$ cat src/rtl/kce_pkg.sv
// ----------------------------------------------------------------------------
// kce_pkg
// Shared constants, types and codes for the k-means clustering engine.
// ----------------------------------------------------------------------------
package kce_pkg;

    localparam int MAX_POINTS   = 1024;
    localparam int MAX_DIMS     = 8;
    localparam int MAX_CLUSTERS = 16;
    localparam int COORD_W      = 16;

    localparam int PIDX_W = $clog2(MAX_POINTS);
    localparam int DIDX_W = $clog2(MAX_DIMS);
    localparam int CIDX_W = $clog2(MAX_CLUSTERS);
    localparam int NPT_W  = PIDX_W + 1;
    localparam int NDIM_W = DIDX_W + 1;
    localparam int NCL_W  = CIDX_W + 1;
    localparam int ITER_W = 8;
    localparam int CNT_W  = NPT_W;
    localparam int SUM_W  = COORD_W + PIDX_W + 1;
    localparam int SQ_W   = 2 * (COORD_W + 1);
    localparam int DIST_W = SQ_W + DIDX_W;
    localparam int CFG_W  = NPT_W;
    localparam int CFGI_W = 2;

    typedef enum logic [1:0] {
        CMD_LOAD     = 2'd0,
        CMD_START    = 2'd1,
        CMD_RD_ASG   = 2'd2,
        CMD_RD_CENT  = 2'd3
    } cmd_t;

    typedef enum logic [CFGI_W-1:0] {
        REG_NUM_CLUSTERS   = 2'd0,
        REG_NUM_ITERATIONS = 2'd1,
        REG_NUM_POINTS     = 2'd2,
        REG_NUM_DIMS       = 2'd3
    } reg_idx_t;

    typedef logic [MAX_DIMS-1:0][COORD_W-1:0] coord_vec_t;
    typedef logic [MAX_DIMS-1:0][SUM_W-1:0]   sum_vec_t;

    typedef struct packed {
        logic                clr_sums;
        logic                acc_clr;
        logic                mul_en;
        logic                acc_en;
        logic [DIDX_W-1:0]   dim;
        logic [COORD_W-1:0]  x;
        logic                upd_en;
        logic [CIDX_W-1:0]   upd_idx;
        coord_vec_t          pt;
        logic                cw_en;
        logic [CIDX_W-1:0]   cw_idx;
        logic [DIDX_W-1:0]   cw_dim;
        logic [COORD_W-1:0]  cw_data;
        logic [NCL_W-1:0]    k;
        logic [NDIM_W-1:0]   d;
    } cell_ctrl_t;

    typedef struct packed {
        logic                valid;
        logic [DIST_W-1:0]   score;
        logic [CIDX_W-1:0]   idx;
    } cand_t;

endpackage

$ cat src/rtl/kce_div.sv
// ----------------------------------------------------------------------------
// kce_div
// Radix-2 restoring divider: signed sum over unsigned count, truncated
// toward zero, one quotient bit per cycle.
// ----------------------------------------------------------------------------
module kce_div
    import kce_pkg::*;
(
    input  logic                aclk,
    input  logic                aresetn,
    input  logic                start,
    input  logic [SUM_W-1:0]    dividend,
    input  logic [CNT_W-1:0]    divisor,
    output logic                done,
    output logic [COORD_W-1:0]  quotient
);

    localparam int MAG_W  = SUM_W - 1;
    localparam int STEP_W = $clog2(MAG_W + 1);

    logic [MAG_W-1:0]   quo_reg;
    logic [CNT_W-1:0]   rem_reg;
    logic [CNT_W-1:0]   dvs_reg;
    logic               neg_reg;
    logic               busy_reg;
    logic               done_reg;
    logic [STEP_W-1:0]  step_reg;
    logic [COORD_W-1:0] q_reg;

    logic [SUM_W-1:0]   mag;
    logic [CNT_W:0]     rem_sh;
    logic               bit_ok;
    logic [MAG_W-1:0]   quo_next;

    assign mag      = dividend[SUM_W-1] ? (~dividend + SUM_W'(1)) : dividend;
    assign rem_sh   = {rem_reg, quo_reg[MAG_W-1]};
    assign bit_ok   = rem_sh >= {1'b0, dvs_reg};
    assign quo_next = {quo_reg[MAG_W-2:0], bit_ok};

    always_ff @(posedge aclk) begin
        if (!aresetn) begin
            busy_reg <= 1'b0;
            done_reg <= 1'b0;
            step_reg <= '0;
        end else begin
            done_reg <= 1'b0;
            if (start) begin
                quo_reg  <= mag[MAG_W-1:0];
                rem_reg  <= '0;
                dvs_reg  <= divisor;
                neg_reg  <= dividend[SUM_W-1];
                step_reg <= '0;
                busy_reg <= 1'b1;
            end else if (busy_reg) begin
                rem_reg  <= bit_ok ? CNT_W'(rem_sh - {1'b0, dvs_reg}) : rem_sh[CNT_W-1:0];
                quo_reg  <= quo_next;
                step_reg <= step_reg + STEP_W'(1);
                if (step_reg == STEP_W'(MAG_W - 1)) begin
                    busy_reg <= 1'b0;
                    done_reg <= 1'b1;
                    q_reg    <= neg_reg ? COORD_W'(~quo_next + MAG_W'(1))
                                        : COORD_W'(quo_next);
                end
            end
        end
    end

    assign done     = done_reg;
    assign quotient = q_reg;

endmodule
$ cat config.mk
export PLATFORM = sky130hd
export DESIGN_NAME = kce_div
export DESIGN_NICKNAME = d
export VERILOG_FILES = /design/src/rtl/kce_pkg.sv /design/src/rtl/kce_div.sv
export SDC_FILE = /design/constraint.sdc
export NUM_CORES = 1
export LEC_CHECK = 0
export BUFFER_PORTS_ARGS = -buffer_cell sky130_fd_sc_hd__buf_2
export CAP_MARGIN = 20
export CORE_MARGIN = 5
export CORE_UTILIZATION = 25
export CTS_CLUSTER_SIZE = 30
export DETAILED_ROUTE_END_ITERATION = 16
export GPL_ROUTABILITY_DRIVEN = 0
export PLACE_DENSITY = 0.45
export SYNTH_ARGS = -nofsm -noshare
export SYNTH_HDL_FRONTEND = slang
export SYNTH_SLANG_ARGS = --single-unit
$ cat constraint.sdc
create_clock -name aclk -period 5.06 [get_ports aclk]
set_input_delay 0.506 -clock aclk [delete_from_list [all_inputs] [get_ports aclk]]
set_output_delay 0.506 -clock aclk [all_outputs]
set_load 0.05 [all_outputs]
[After elaboration in Yosys (flattened, before gate mapping)]
Index checks and enable logic that the tools add are counted.
Storage, ports and cells
  word-level logic and storage cells: 35
  register bits: 72
Cells by class
  muxes and demuxes: 10
  reductions and logical operators: 6
  bitwise logic cells: 5
  add/sub/neg operators: 4
  eq/ne operators: 1
  order comparisons: 1
Operators by type and width (number)
  2-to-1 mux 26 bit: 3
  adder 26 x 1 -> 26 bit (second input constant): 1
  NOT 26 bit: 1
  2-to-1 mux 11 bit: 2
  adder 16 x 1 -> 16 bit (second input constant): 1
  2-to-1 mux 16 bit: 1
  NOT 16 bit: 1
  >= comparator 12 x 11 -> 1 bit: 1
  subtractor 11 bit: 1
  adder 5 x 1 -> 5 bit (second input constant): 1
  equality test 5 bit (second input constant): 1
  2-to-1 mux 1 bit: 4
  AND reduction 2 bit: 2
  AND reduction 4 bit: 1
  NOT 1 bit: 3
  OR reduction 3 bit: 1
  nonzero test 2 bit: 1
  OR reduction 2 bit: 1

[Longest topological paths before layout]
  depth in word-level cells: 4
  mapped depth: 14

[Worst setup path before layout]
Ideal clock, no wire load.
  kind: register to register
  start: register rem_reg[4]
  end: register q_reg[10], in the netlist quotient[10], data pin
  stages on the path, launching flop included: 13
  path slack: 2119 ps
  required time: 4794 ps
  data arrival time: 2675 ps
  path through: edfxtp_1 -> ha_1 -> a21oi_1 -> nand2_1 -> o21ai_1 -> a21oi_2 -> inv_1 -> ha_1 -> nand2_1 -> or3_1 -> or2_2 -> o41ai_1 -> xnor2_1
On the way
  longest elaborated chain between the ends: 4
Ends and longest elaborated chain
  from (decl): line kce_div.sv:22  | logic [CNT_W-1:0] rem_reg;
  from (signal assigned): line kce_div.sv:55  | rem_reg <= bit_ok ? CNT_W'(rem_sh - {1'b0, dvs_reg}) : rem_sh[CNT_W-1:0];
  >= comparator 12 x 11 -> 1 bit: line kce_div.sv:37  | assign bit_ok = rem_sh >= {1'b0, dvs_reg};
  NOT 16 bit: line kce_div.sv:61  | q_reg <= neg_reg ? COORD_W'(~quo_next + MAG_W'(1))
  adder 16 x 1 -> 16 bit: line kce_div.sv:61
  2-to-1 mux 16 bit: line kce_div.sv:61
  to (signal assigned): line kce_div.sv:61
  to (decl): line kce_div.sv:28  | logic [COORD_W-1:0] q_reg;
Every way passes these cells.
A chain may end at the register's enable or synchronous reset.

[Worst setup path in the final report]
  start: register quo_reg[25]
  end: register q_reg[10], in the netlist quotient[10], data pin
On the way
  longest elaborated chain between the ends: 4
Ends and longest elaborated chain
  from (decl): line kce_div.sv:21  | logic [MAG_W-1:0] quo_reg;
  from (signal assigned): line kce_div.sv:48  | quo_reg <= mag[MAG_W-1:0];
  from (signal assigned): line kce_div.sv:56  | quo_reg <= quo_next;
  >= comparator 12 x 11 -> 1 bit: line kce_div.sv:37
  NOT 16 bit: line kce_div.sv:61
  adder 16 x 1 -> 16 bit: line kce_div.sv:61
  2-to-1 mux 16 bit: line kce_div.sv:61
Every way passes these cells.

==> impl_metrics.tcl <==
set metrics [dict create \
    finalSetupViolCount 0 \
    skew_ps 6.604 \
    ys_types 47 \
    status "finished, final reports clean" \
    relSlewSlack_pct 46.66 \
    min_path_cells 1 \
    tritoncts "built" \
    drv_slew 0 \
    antenna_left 0 \
    required_ps 5150 \
    period_minus_slack_ps 3097 \
    max_freq_ghz 0.3229 \
    drt-vias-per-instance 4.513 \
    ys_seq_area_share_pct 51.49 \
    clock_latency_ps 340 \
    grt_max_degree 39 \
    ys_ff_latch 72 \
    io_pins 58 \
    firstDrtPassIters 6 \
    drt_iter0_markers 168 \
    cts-resized-gates 0 \
    via_count 2983 \
    chipHeight_microns 137.5 \
    grt_pass1_wl_mm 15.31 \
    finalHoldViolCount 0 \
    rr_worst_depth 14 \
    overflow 0 \
    synth_edf_count 65 \
    synth_warnings 0 \
    cts-htree-levels 3 \
    grt_pass1_vias 2994 \
    hold_buffers 0 \
    postLayoutSetupSlackWorst_ps 1963 \
    hpwl_mm 6.886 \
    period_share_pct 61.20 \
    critPathLaunchType "register" \
    cellPowerDensity_mw_per_mm2 334.4 \
    ir_drop_mv 0.1763 \
    largest_reg_flops 26 \
    crit_chain "inv_1 > ha_1 > fa_1 > nand2b_1 > a21oi_1 > o21ai_1 > a21oi_2 > inv_1 > ha_1 > nand2_1 > or3_1 > or2_2 > o41ai_1 > xnor2_1" \
    grt_use_total_pct 10.49 \
    dieArea_sq_mm 0.01890 \
    post-place-ws_ps 1951 \
    synthFlopType "edfxtp_1" \
    rows 46 \
    criticalPathCategory "register to register" \
    cts.clk_slew.worst_paths_ps 60 \
    antennaDiodeCount 0 \
    netlist_instances 381 \
    syn_area_sq_mm 0.004063 \
    p_leak_nw 1.832 \
    layout-drive-gt1-share_pct 19.55 \
    dieWidth_microns 137.5 \
    antenna_found_initial 1 \
    cts_root_buf "clkbuf_16" \
    drt_wl_total_mm 9.242 \
    fp.coreArea_sq_mm 0.01589 \
    syn2layout_area_growth_pct 20.26 \
    syn_nets 438 \
    port_buffers 57 \
    fin_nets 497 \
    cts_setup_buffers 0 \
    endpoint_kind "register" \
    clock_path_buffers 2 \
    cts.sinks 72 \
    crit_slowest_cell "edfxtp_1" \
    avgSynthCellArea_sq_um 10.66 \
    path_max_fanout 4 \
    tns_ps 0 \
    crit_arrival_ps 3190 \
    cap_viol_max_count 0 \
    numCtsBuffers 9 \
    max_stage_delay_ps 390 \
    tightest_slew_ps 792.8 \
    rsz0062_at_grt "false" \
    wl_per_cell_microns 13.98 \
    hp-class "primary input to register" \
    synthArstFlopShare_pct 0 \
    initial_core_util_pct 25.57 \
    drc 0 \
]
[power by group]
group	internal, mW	switching [mW]
combinational	0.121	0.163
sequential	0.700	0.0241
clock	0.381	0.245
total	1.20	0.432
[per-layer routing]
layer / share of wire, % / global-route usage [%] / vias to the layer above
li1: - / - / 1511
met1: 46 / 13.24 / 1405
met2: 47 / 16.65 / 51
met3: 5.0 / 2.593 / 14
met4: 2.4 / 5.322 / 2
met5: 0.076 / 0 / -
[cells in the mapped netlist (4+ instances only)]
cell type  number  area [sq um]
o21a_1          4         30.03
a21oi_1        34         170.2
o31ai_1         9         67.56
dfxtp_1         7         140.1
edfxtp_1       65          1952
ha_1           15         187.7
o41ai_1         5         43.79
nand3_1         7         35.03
nor2b_1         4         25.02
mux2i_1         6         60.06
inv_1          21         78.83
xor2_1         26         227.7
nand2_1        27         101.4
or3_1           4         25.02
o21ai_0        15         75.07
clkbuf_1        9         33.78
nor2_1         47         176.4
a211oi_1        5         37.54
xnor2_1        21         183.9
[cell usage in the layout (no fill, tap or decap), types with 3 or more instances in the layout]
cell         n
xnor2_1     21
clkbuf_16    9
ha_1        15
xor2_1      26
nand2_1     27
clkinvlp_4   3
or3_4        3
inv_1       21
edfxtp_1    65
o41ai_1      5
nor2b_1      4
a211oi_1     5
nor4_1       3
nor3_1       3
dfxtp_1      7
nand3_1      7
nor2_1      47
nand4_1      3
o21ai_1      3
buf_2       57
o21a_1       4
buf_4        3
o21ai_0     15
mux2i_1      6
o31ai_2      3
o31ai_1      9
a21oi_1     34
or3_1        4
[worst paths after layout]
kind	slack, ps	to	from
worst min register to register	510	step_reg[4]	step_reg[4]
worst min-delay path	340	dvs_reg[6]	divisor[6]
worst max-delay path	1960	quotient[10]	quo_reg[25]
worst max register to register	1960	quotient[10]	quo_reg[25]
[worst max-delay path, delay by kind of cell (launching register included)]
kind	cells	cell delay, ps
AO/OA/AOI/OAI	4	820
XOR/XNOR	1	100
adder cells (fa/ha/maj)	3	550
buffers and inverters	2	160
flip-flops	1	390
AND/OR/NAND/NOR	4	820
[cells by family (layout without fill, tap and decap cells)]
family / Yosys count / in the layout / share of synthesized area, %
AOI/OAI and AO/OA: 88 / 88 / 14.17
xor gates and xnor gates: 47 / 47 / 10.13
adders and majority gates: 16 / 16 / 5.112
buffers and inverters: 33 / 97 / 3.049
DFF: 72 / 72 / 51.49
muxes: 7 / 7 / 1.756
and+or+nand+nor: 118 / 118 / 14.29
[stage by stage]
step,area [sq um],util [%],std cells,hold slack (ps),power [mW]
3_3_place_gp,4596,28.93,645,492.9,1.021
6_report,4886,30.76,661,339.0,1.634
4_1_cts,4886,30.76,661,322.0,1.661
3_5_place_dp,4596,28.93,645,497.0,1.023
5_1_grt,4886,30.76,661,331.6,1.720
2_1_floorplan,4063,-,381,472.5,0.9378
[final cells by class]
cell class              instances  area (sq um)
clock buffers                  11         232.7
clock inverters                 5         57.56
fillers                      1694         11000
inverters                      21         78.83
multi-input cells             276          1847
flip-flops and latches         72          2092
well taps                     216         270.3
repair buffers                 60         307.8
Note: power is estimated with default switching activity, not from simulation.
