--- src/rtl/kce_pkg.sv ---
// ----------------------------------------------------------------------------
// kce_pkg
// Shared constants, types and codes for the k-means clustering engine.
// ----------------------------------------------------------------------------
package kce_pkg;

    localparam int MAX_POINTS   = 1024;
    localparam int MAX_DIMS     = 8;
    localparam int MAX_CLUSTERS = 16;
    localparam int COORD_W      = 16;

    localparam int PIDX_W = $clog2(MAX_POINTS);
    localparam int DIDX_W = $clog2(MAX_DIMS);
    localparam int CIDX_W = $clog2(MAX_CLUSTERS);
    localparam int NPT_W  = PIDX_W + 1;
    localparam int NDIM_W = DIDX_W + 1;
    localparam int NCL_W  = CIDX_W + 1;
    localparam int ITER_W = 8;
    localparam int CNT_W  = NPT_W;
    localparam int SUM_W  = COORD_W + PIDX_W + 1;
    localparam int SQ_W   = 2 * (COORD_W + 1);
    localparam int DIST_W = SQ_W + DIDX_W;
    localparam int CFG_W  = NPT_W;
    localparam int CFGI_W = 2;

    typedef enum logic [1:0] {
        CMD_LOAD     = 2'd0,
        CMD_START    = 2'd1,
        CMD_RD_ASG   = 2'd2,
        CMD_RD_CENT  = 2'd3
    } cmd_t;

    typedef enum logic [CFGI_W-1:0] {
        REG_NUM_CLUSTERS   = 2'd0,
        REG_NUM_ITERATIONS = 2'd1,
        REG_NUM_POINTS     = 2'd2,
        REG_NUM_DIMS       = 2'd3
    } reg_idx_t;

    typedef logic [MAX_DIMS-1:0][COORD_W-1:0] coord_vec_t;
    typedef logic [MAX_DIMS-1:0][SUM_W-1:0]   sum_vec_t;

    typedef struct packed {
        logic                clr_sums;
        logic                acc_clr;
        logic                mul_en;
        logic                acc_en;
        logic [DIDX_W-1:0]   dim;
        logic [COORD_W-1:0]  x;
        logic                upd_en;
        logic [CIDX_W-1:0]   upd_idx;
        coord_vec_t          pt;
        logic                cw_en;
        logic [CIDX_W-1:0]   cw_idx;
        logic [DIDX_W-1:0]   cw_dim;
        logic [COORD_W-1:0]  cw_data;
        logic [NCL_W-1:0]    k;
        logic [NDIM_W-1:0]   d;
    } cell_ctrl_t;

    typedef struct packed {
        logic                valid;
        logic [DIST_W-1:0]   score;
        logic [CIDX_W-1:0]   idx;
    } cand_t;

endpackage

--- src/rtl/kce_cell.sv ---
// ----------------------------------------------------------------------------
// kce_cell
// One cluster cell: centroid, running sums and count, distance accumulator,
// and one stage of the nearest-centroid compare chain.
// ----------------------------------------------------------------------------
module kce_cell
    import kce_pkg::*;
(
    input  logic               aclk,
    input  logic               aresetn,
    input  logic [CIDX_W-1:0]  cell_id,
    input  cell_ctrl_t         ctrl,
    input  cand_t              cand_in,
    output cand_t              cand_out,
    output coord_vec_t         cent,
    output sum_vec_t           sums,
    output logic [CNT_W-1:0]   count
);

    coord_vec_t          cent_reg;
    sum_vec_t            sum_reg;
    logic [CNT_W-1:0]    count_reg;
    logic [SQ_W-1:0]     sq_reg;
    logic [DIST_W-1:0]   dist_reg;
    cand_t               cand_reg;

    logic signed [COORD_W:0] diff;
    logic signed [SQ_W-1:0]  sq_next;
    logic                    active;

    assign diff    = $signed({cent_reg[ctrl.dim][COORD_W-1], cent_reg[ctrl.dim]})
                   - $signed({ctrl.x[COORD_W-1], ctrl.x});
    assign sq_next = diff * diff;
    assign active  = {1'b0, cell_id} < ctrl.k;

    always_ff @(posedge aclk) begin
        if (!aresetn) begin
            cent_reg  <= '0;
            sum_reg   <= '0;
            count_reg <= '0;
            cand_reg  <= '0;
            dist_reg  <= '0;
            sq_reg    <= '0;
        end else begin
            if (ctrl.mul_en) begin
                sq_reg <= SQ_W'(sq_next);
            end
            if (ctrl.acc_clr) begin
                dist_reg <= '0;
            end else if (ctrl.acc_en) begin
                dist_reg <= dist_reg + DIST_W'(sq_reg);
            end
            if (ctrl.cw_en && ctrl.cw_idx == cell_id) begin
                cent_reg[ctrl.cw_dim] <= ctrl.cw_data;
            end
            if (ctrl.clr_sums) begin
                sum_reg   <= '0;
                count_reg <= '0;
            end else if (ctrl.upd_en && ctrl.upd_idx == cell_id) begin
                for (int j = 0; j < MAX_DIMS; j++) begin
                    if (NDIM_W'(j) < ctrl.d) begin
                        sum_reg[j] <= sum_reg[j]
                            + SUM_W'($signed(ctrl.pt[j]));
                    end
                end
                count_reg <= count_reg + CNT_W'(1);
            end
            // compare stage: strict less keeps ties at the lower index
            cand_reg.valid <= cand_in.valid;
            if (cand_in.valid && active && dist_reg < cand_in.score) begin
                cand_reg.score <= dist_reg;
                cand_reg.idx   <= cell_id;
            end else begin
                cand_reg.score <= cand_in.score;
                cand_reg.idx   <= cand_in.idx;
            end
        end
    end

    assign cand_out = cand_reg;
    assign cent     = cent_reg;
    assign sums     = sum_reg;
    assign count    = count_reg;

endmodule

--- config.mk ---
export PLATFORM = sky130hd
export DESIGN_NAME = kce_cell
export DESIGN_NICKNAME = d
export VERILOG_FILES = /design/src/rtl/kce_pkg.sv /design/src/rtl/kce_cell.sv
export SDC_FILE = /design/constraint.sdc
export NUM_CORES = 2
export LEC_CHECK = 0
export BUFFER_PORTS_ARGS = -buffer_cell sky130_fd_sc_hd__buf_4
export CORE_ASPECT_RATIO = 0.8
export CORE_MARGIN = 2
export CORE_UTILIZATION = 45
export CTS_CLUSTER_DIAMETER = 60
export DETAILED_ROUTE_END_ITERATION = 8
export GPL_ROUTABILITY_DRIVEN = 0
export PLACE_DENSITY = 0.66
export SYNTH_ARGS = -nofsm -noshare
export SYNTH_HDL_FRONTEND = slang
export SYNTH_SLANG_ARGS = --single-unit
--- constraint.sdc ---
create_clock -name aclk -period 19.5 [get_ports aclk]
set_input_delay 3.9 -clock aclk [delete_from_list [all_inputs] [get_ports aclk]]
set_output_delay 3.9 -clock aclk [all_outputs]
set_load 0.1 [all_outputs]
==> Word-level counts from Yosys, hierarchy flattened <==
Index checks and enable logic that the tools add are counted.
{ "totals": {"register_bits": 468, "in_bits": 237, "out_inout_bits": 397, "wordCells": 71} }
{ "op_classes": {"add_sub_neg": 11, "mul": 1, "order_cmp": 13, "n_eq_ne": 2, "n_mux": 6, "n_bitwise": 1, "n_reduce_logical": 15} }
{ "op_table": {"columns": ["operator", "n"], "rows": [
  ["$add A27 B27 Y27", 8],
  ["$bwmux W128", 1],
  ["$bmux W16 S3", 1],
  ["$demux W16 S3", 1],
  ["$mux W41", 1],
  ["$add A37 B34 Y37", 1],
  ["$lt A37 B37 Y1", 1],
  ["$mul A17 B17 Y34", 1],
  ["$mux W16", 2],
  ["$sub A16 B16 Y17", 1],
  ["$lt A3 B4 Y1 const A", 4],
  ["$reduce_and A2 Y1", 8],
  ["$add A11 B1 Y11 const B", 1],
  ["$eq A4 B4 Y1", 2],
  ["$lt A1 B4 Y1 const A", 2],
  ["$lt A2 B4 Y1 const A", 2],
  ["$lt A3 B4 Y1 const B", 2],
  ["$logic_and A1 B1 Y1", 5],
  ["$lt A4 B5 Y1", 1],
  ["$reduce_or A2 Y1", 2],
  ["$ge A3 B1 Y1 const B", 1],
  ["$not A1 Y1", 1]
]} }

==> Logic depth before layout (Yosys ltp) <==
{ "depth": {"ltp_word": 5, "ltp_mapped": 41, "depth_no_buf": 38} }

==> Worst setup path before layout <==
Ideal clock, no wire load.
{ "synth_timing": {"path_kind": "input port to flip-flop", "startpoint": "input port ctrl[182] in the netlist's numbering", "endpoint": "register sq_reg[32]", "setup_time_ns": 0.130, "arrival_time_ns": 13.181, "t_required_ns": 19.370, "setup_slack_ns": 6.189, "cell_stages": 39, "n_path_buf": 3, "path_cell_list": "clkbuf_1 buf_1 mux4_2 mux2i_1 ha_1 inv_1 fa_1 a21o_1 a21oi_1 o21bai_1 a31o_2 a211oi_1 o41ai_1 a21oi_1 xnor2_1 clkbuf_1 nand2_1 fa_1 [... 3 more ...] fa_1 inv_1 fa_1 fa_1 inv_1 fa_1 inv_1 ha_1 a21o_1 a221o_1 a21oi_1 o21a_1 o31ai_1 a31o_2 o41ai_1 o21ai_0 xnor2_1 o22ai_1"} }
{ "synth_via": {"elab_chain_cells": 4} }
{ "synth_rtl": {"columns": ["item", "line", "rtl"], "rows": [
  ["start, declared", "kce_cell.sv:12", "input cell_ctrl_t ctrl,"],
  ["$bmux W16 S3", "kce_cell.sv:31", "assign diff = $signed({cent_reg[ctrl.dim][COORD_W-1], cent_reg[ctrl.dim]})"],
  ["$mux W16 (implied by the code)", "kce_cell.sv:31", null],
  ["$sub A16 B16 Y17", "kce_cell.sv:32", "- $signed({ctrl.x[COORD_W-1], ctrl.x});"],
  ["$mul A17 B17 Y34", "kce_cell.sv:33", "assign sq_next = diff * diff;"],
  ["end signal, assigned", "kce_cell.sv:46", "sq_reg <= SQ_W'(sq_next);"],
  ["end, declared", "kce_cell.sv:23", "logic [SQ_W-1:0] sq_reg;"]
]} }
Every way passes these cells. The select of a mux whose other input is x is not followed.
A chain may end at the register's enable or synchronous reset.

==> Worst setup path in the final report <==
Same ends and word-level chain as after synthesis.

==> impl_metrics.ini <==
[outcome]
status = complete, no violations

[sta]
finalHoldViolations = 0
finalSetupTns_ns = 0
slew_violations = 0
worst_pin_slew_ns = 1.11
slew-limit-headroom_pct = 25.3
min_period_ns = 13.82
rsz0062_at_grt = no
max_clock_freq_mhz = 72.3
setup_ws_ns = 5.68
finalClockSkew_ns = 0.0383
finalSetupViolCount = 0
holdWs_ns = 0.470
timing.final.crit_share_pct = 70.9

[cells_and_area]
drive_gt1_share_pct = 16.6
n_antenna_cell = 0
largest_reg_flops = 216
fin_nets = 6154
synthToLayoutAreaGrowth_pct = 19.5
design_area_um2 = 48100
multi_input_area_um2 = 28400
n_fill_cell = 8346
seqCellArea_um2 = 9350

[place]
hpwl_um = 97700
port-buffer-count = 633
placed_cell_area_um2 = 46100
dpl_worst_slack_ns = 5.15

[logic_synthesis]
syn_area_per_cell_um2 = 8.51
synth_edf_count = 0
synthesis.nets = 5621
async_flop_share_pct = 0
synth_warnings = 0
netlist_area_um2 = 40200
ys_ff_latch = 467
synth_seq_area_share_pct = 23.2
syn-instance-count = 4727
synth_cell_types = 87
synth_flop_cell = dfxtp_1

[clock_tree]
cts_setup_buffers = 0
cts_buffer_depth = 3
clkLatencyLatePin_ns = 0.66
cts_max_level = 2
cts.clk_slew.worst_paths_ns = 0.06
postCtsHoldBufs = 0
cts_sinks = 467
clock-root-buffer = clkbuf_16
ctsResizeCount = 0
cts_made_buffers = 56
cts_tree = yes

[floorplan]
ios = 634
die_x_um = 338
initial_core_util_pct = 45.2
fp-row-count = 98
core_area_um2 = 89000
die_y_um = 271
die_area_um2 = 91900

[pwr]
ir_drop_mv = 0.354
total_power_mw = 6.94
p_per_area_nw_per_um2 = 144
p_leak_nw = 22.9

[detailed_routing]
totalWireLength_um = 124000
vias_per_cell = 5.43
avgRoutedWirePerCell_um = 19.1
drt_iter0_markers = 2384
route.vias.total = 35300
drc = 0
drt_pre_antenna_iters = 5
ant_nets = 0

[critical_path]
crit_slowest_cell = nand2b_1
crit_top_cell = fa_1
crit_end = sq_reg[32]
critPathCaptureType = flip-flop
timing.rr.start = cent[80]
cp-startpoint = ctrl[182]
critPathRequiredTime_ns = 20.00
arrival_ns = 14.33
critPathMaxFanout = 32
max_stage_delay_ns = 0.65
critPathLaunchType = input port
r2r_cells = 34
r2r_slack_ns = 9.22
path_class = in -> reg
r2r_end = sq_reg[32]

[global_route]
grt_max_degree = 82
grt_pass1_wl_um = 195000
grt_usage_pct = 26.5
antenna_found_initial = 6
overflow = 0
grt_pass1_vias = 33900

[worst_hold_path]
hold_class = reg -> reg

[flow_run]
drv_cap = 0
==> critical path, delay by kind of cell <==
family / cells / cell delay (ns)
buffers and inverters: 5 / 1.18
AOI/OAI and AO/OA: 15 / 3.33
and+or+nand+nor: 3 / 1.18
xor gates and xnor gates: 1 / 0.17
adders and majority gates: 9 / 3.79
muxes: 2 / 0.76
==> through the flow <==
stage | utilization [%] | instances
after floorplan | - | 4727
after global placement | 51.8 | 6402
after detailed placement | 51.8 | 6402
after CTS | 54.0 | 6506
after global routing | 54.0 | 6506
final | 54.0 | 6506
==> layout by cell type (no fill, tap or decap), types with 42 or more instances in the layout <==
master     Yosys  final
a211oi_1      55     54
a21o_1       140    140
a21oi_1      373    371
buf_4          0    671
clkbuf_16      0     57
dfxtp_1      467    467
fa_1         280    280
ha_1         377    377
inv_1        480    480
mux2i_1      160    160
nand2_1      542    542
nand2b_1      43     42
nand3_1      138    138
nor2_1       272    270
nor2b_1      170    169
nor3_1        64     64
o21a_1        51     51
o21ai_0      170    169
xnor2_1      155    154
xor2_1        90     90
==> power by group <==
group,internal [mW],switching (mW),leakage [nW],total [mW]
Clock,0.661,0.462,0.967,1.12
Combinational,2.11,2.67,18.2,4.78
Sequential,1.01,0.0310,3.78,1.04
==> Yosys cell counts, types with 7 or more instances <==
cell / number / area [µm²]
o21bai_1: 23 / 173
or2_2: 17 / 106
nand4b_1: 7 / 61.3
a211o_1: 14 / 123
o22ai_1: 10 / 62.6
buf_1: 19 / 71.3
and2_1: 27 / 169
a211oi_1: 55 / 413
a31oi_1: 35 / 219
nand3b_1: 12 / 90.1
a21o_1: 140 / 1050
xnor2_1: 155 / 1360
a21oi_1: 373 / 1870
mux2i_1: 160 / 1600
xor2_1: 90 / 788
o21ai_1: 8 / 40.0
o211ai_1: 24 / 180
nor2_1: 272 / 1020
nand2b_1: 43 / 269
a21boi_0: 21 / 158
nor3b_1: 8 / 60.1
nor2b_1: 170 / 1060
mux2_2: 18 / 203
fa_1: 280 / 5610
and3_1: 26 / 163
o31ai_1: 14 / 105
nand3_1: 138 / 691
nand4_1: 28 / 175
ha_1: 377 / 4720
buf_2: 9 / 45.0
dfxtp_1: 467 / 9350
nor3_1: 64 / 320
or3_1: 34 / 213
o21ai_0: 170 / 851
a31o_2: 10 / 87.6
clkbuf_1: 169 / 634
inv_1: 480 / 1800
o21a_1: 51 / 383
mux4_2: 32 / 721
nor4_1: 14 / 87.6
nand2_1: 542 / 2030
o31a_1: 7 / 61.3
==> cells by family (layout without fill, tap and decap cells) <==
family	count (synthesis)	in the layout	synth area share (%)
xor+xnor	245	245	5.33
fa+ha+maj	657	657	25.6
buf+inv	680	1259	6.37
simple gates	1426	1426	16.7
flops	467	467	23.2
mux	210	210	6.27
compound gates	1042	1042	16.4
==> how the worst min path moves through the flow <==
stage	startpoint	endpoint	slack (ns)	depth (start not counted)
after detailed placement	sums[80]	sums[80]	0.46	2
after CTS	sums[196]	sums[196]	0.47	2
after floorplan	sq_reg[32]	sq_reg[32]	0.45	2
after global routing	sums[20]	sums[20]	0.49	2
final	sums[134]	sums[134]	0.47	2
after global placement	sums[134]	sums[134]	0.45	2
==> layer usage <==
layer | share of wire [%] | global-route usage [%] | up-vias
met5 | 0.060 | 0 | -
met4 | 2.8 | 7.17 | 10
met3 | 7.6 | 6.07 | 184
met2 | 45 | 42.3 | 1042
met1 | 45 | 36.0 | 16900
li1 | - | - | 17200
==> final cells by class <==
cell class	count	share of cell area, %
multi-input cells	3580	59.1
inverters	483	3.77
clock buffers	77	3.35
repair buffers	672	10.5
clock inverters	27	0.731
well taps	1200	3.12
flip-flops and latches	467	19.4
No activity file was read; power rests on OpenSTA's default activity.
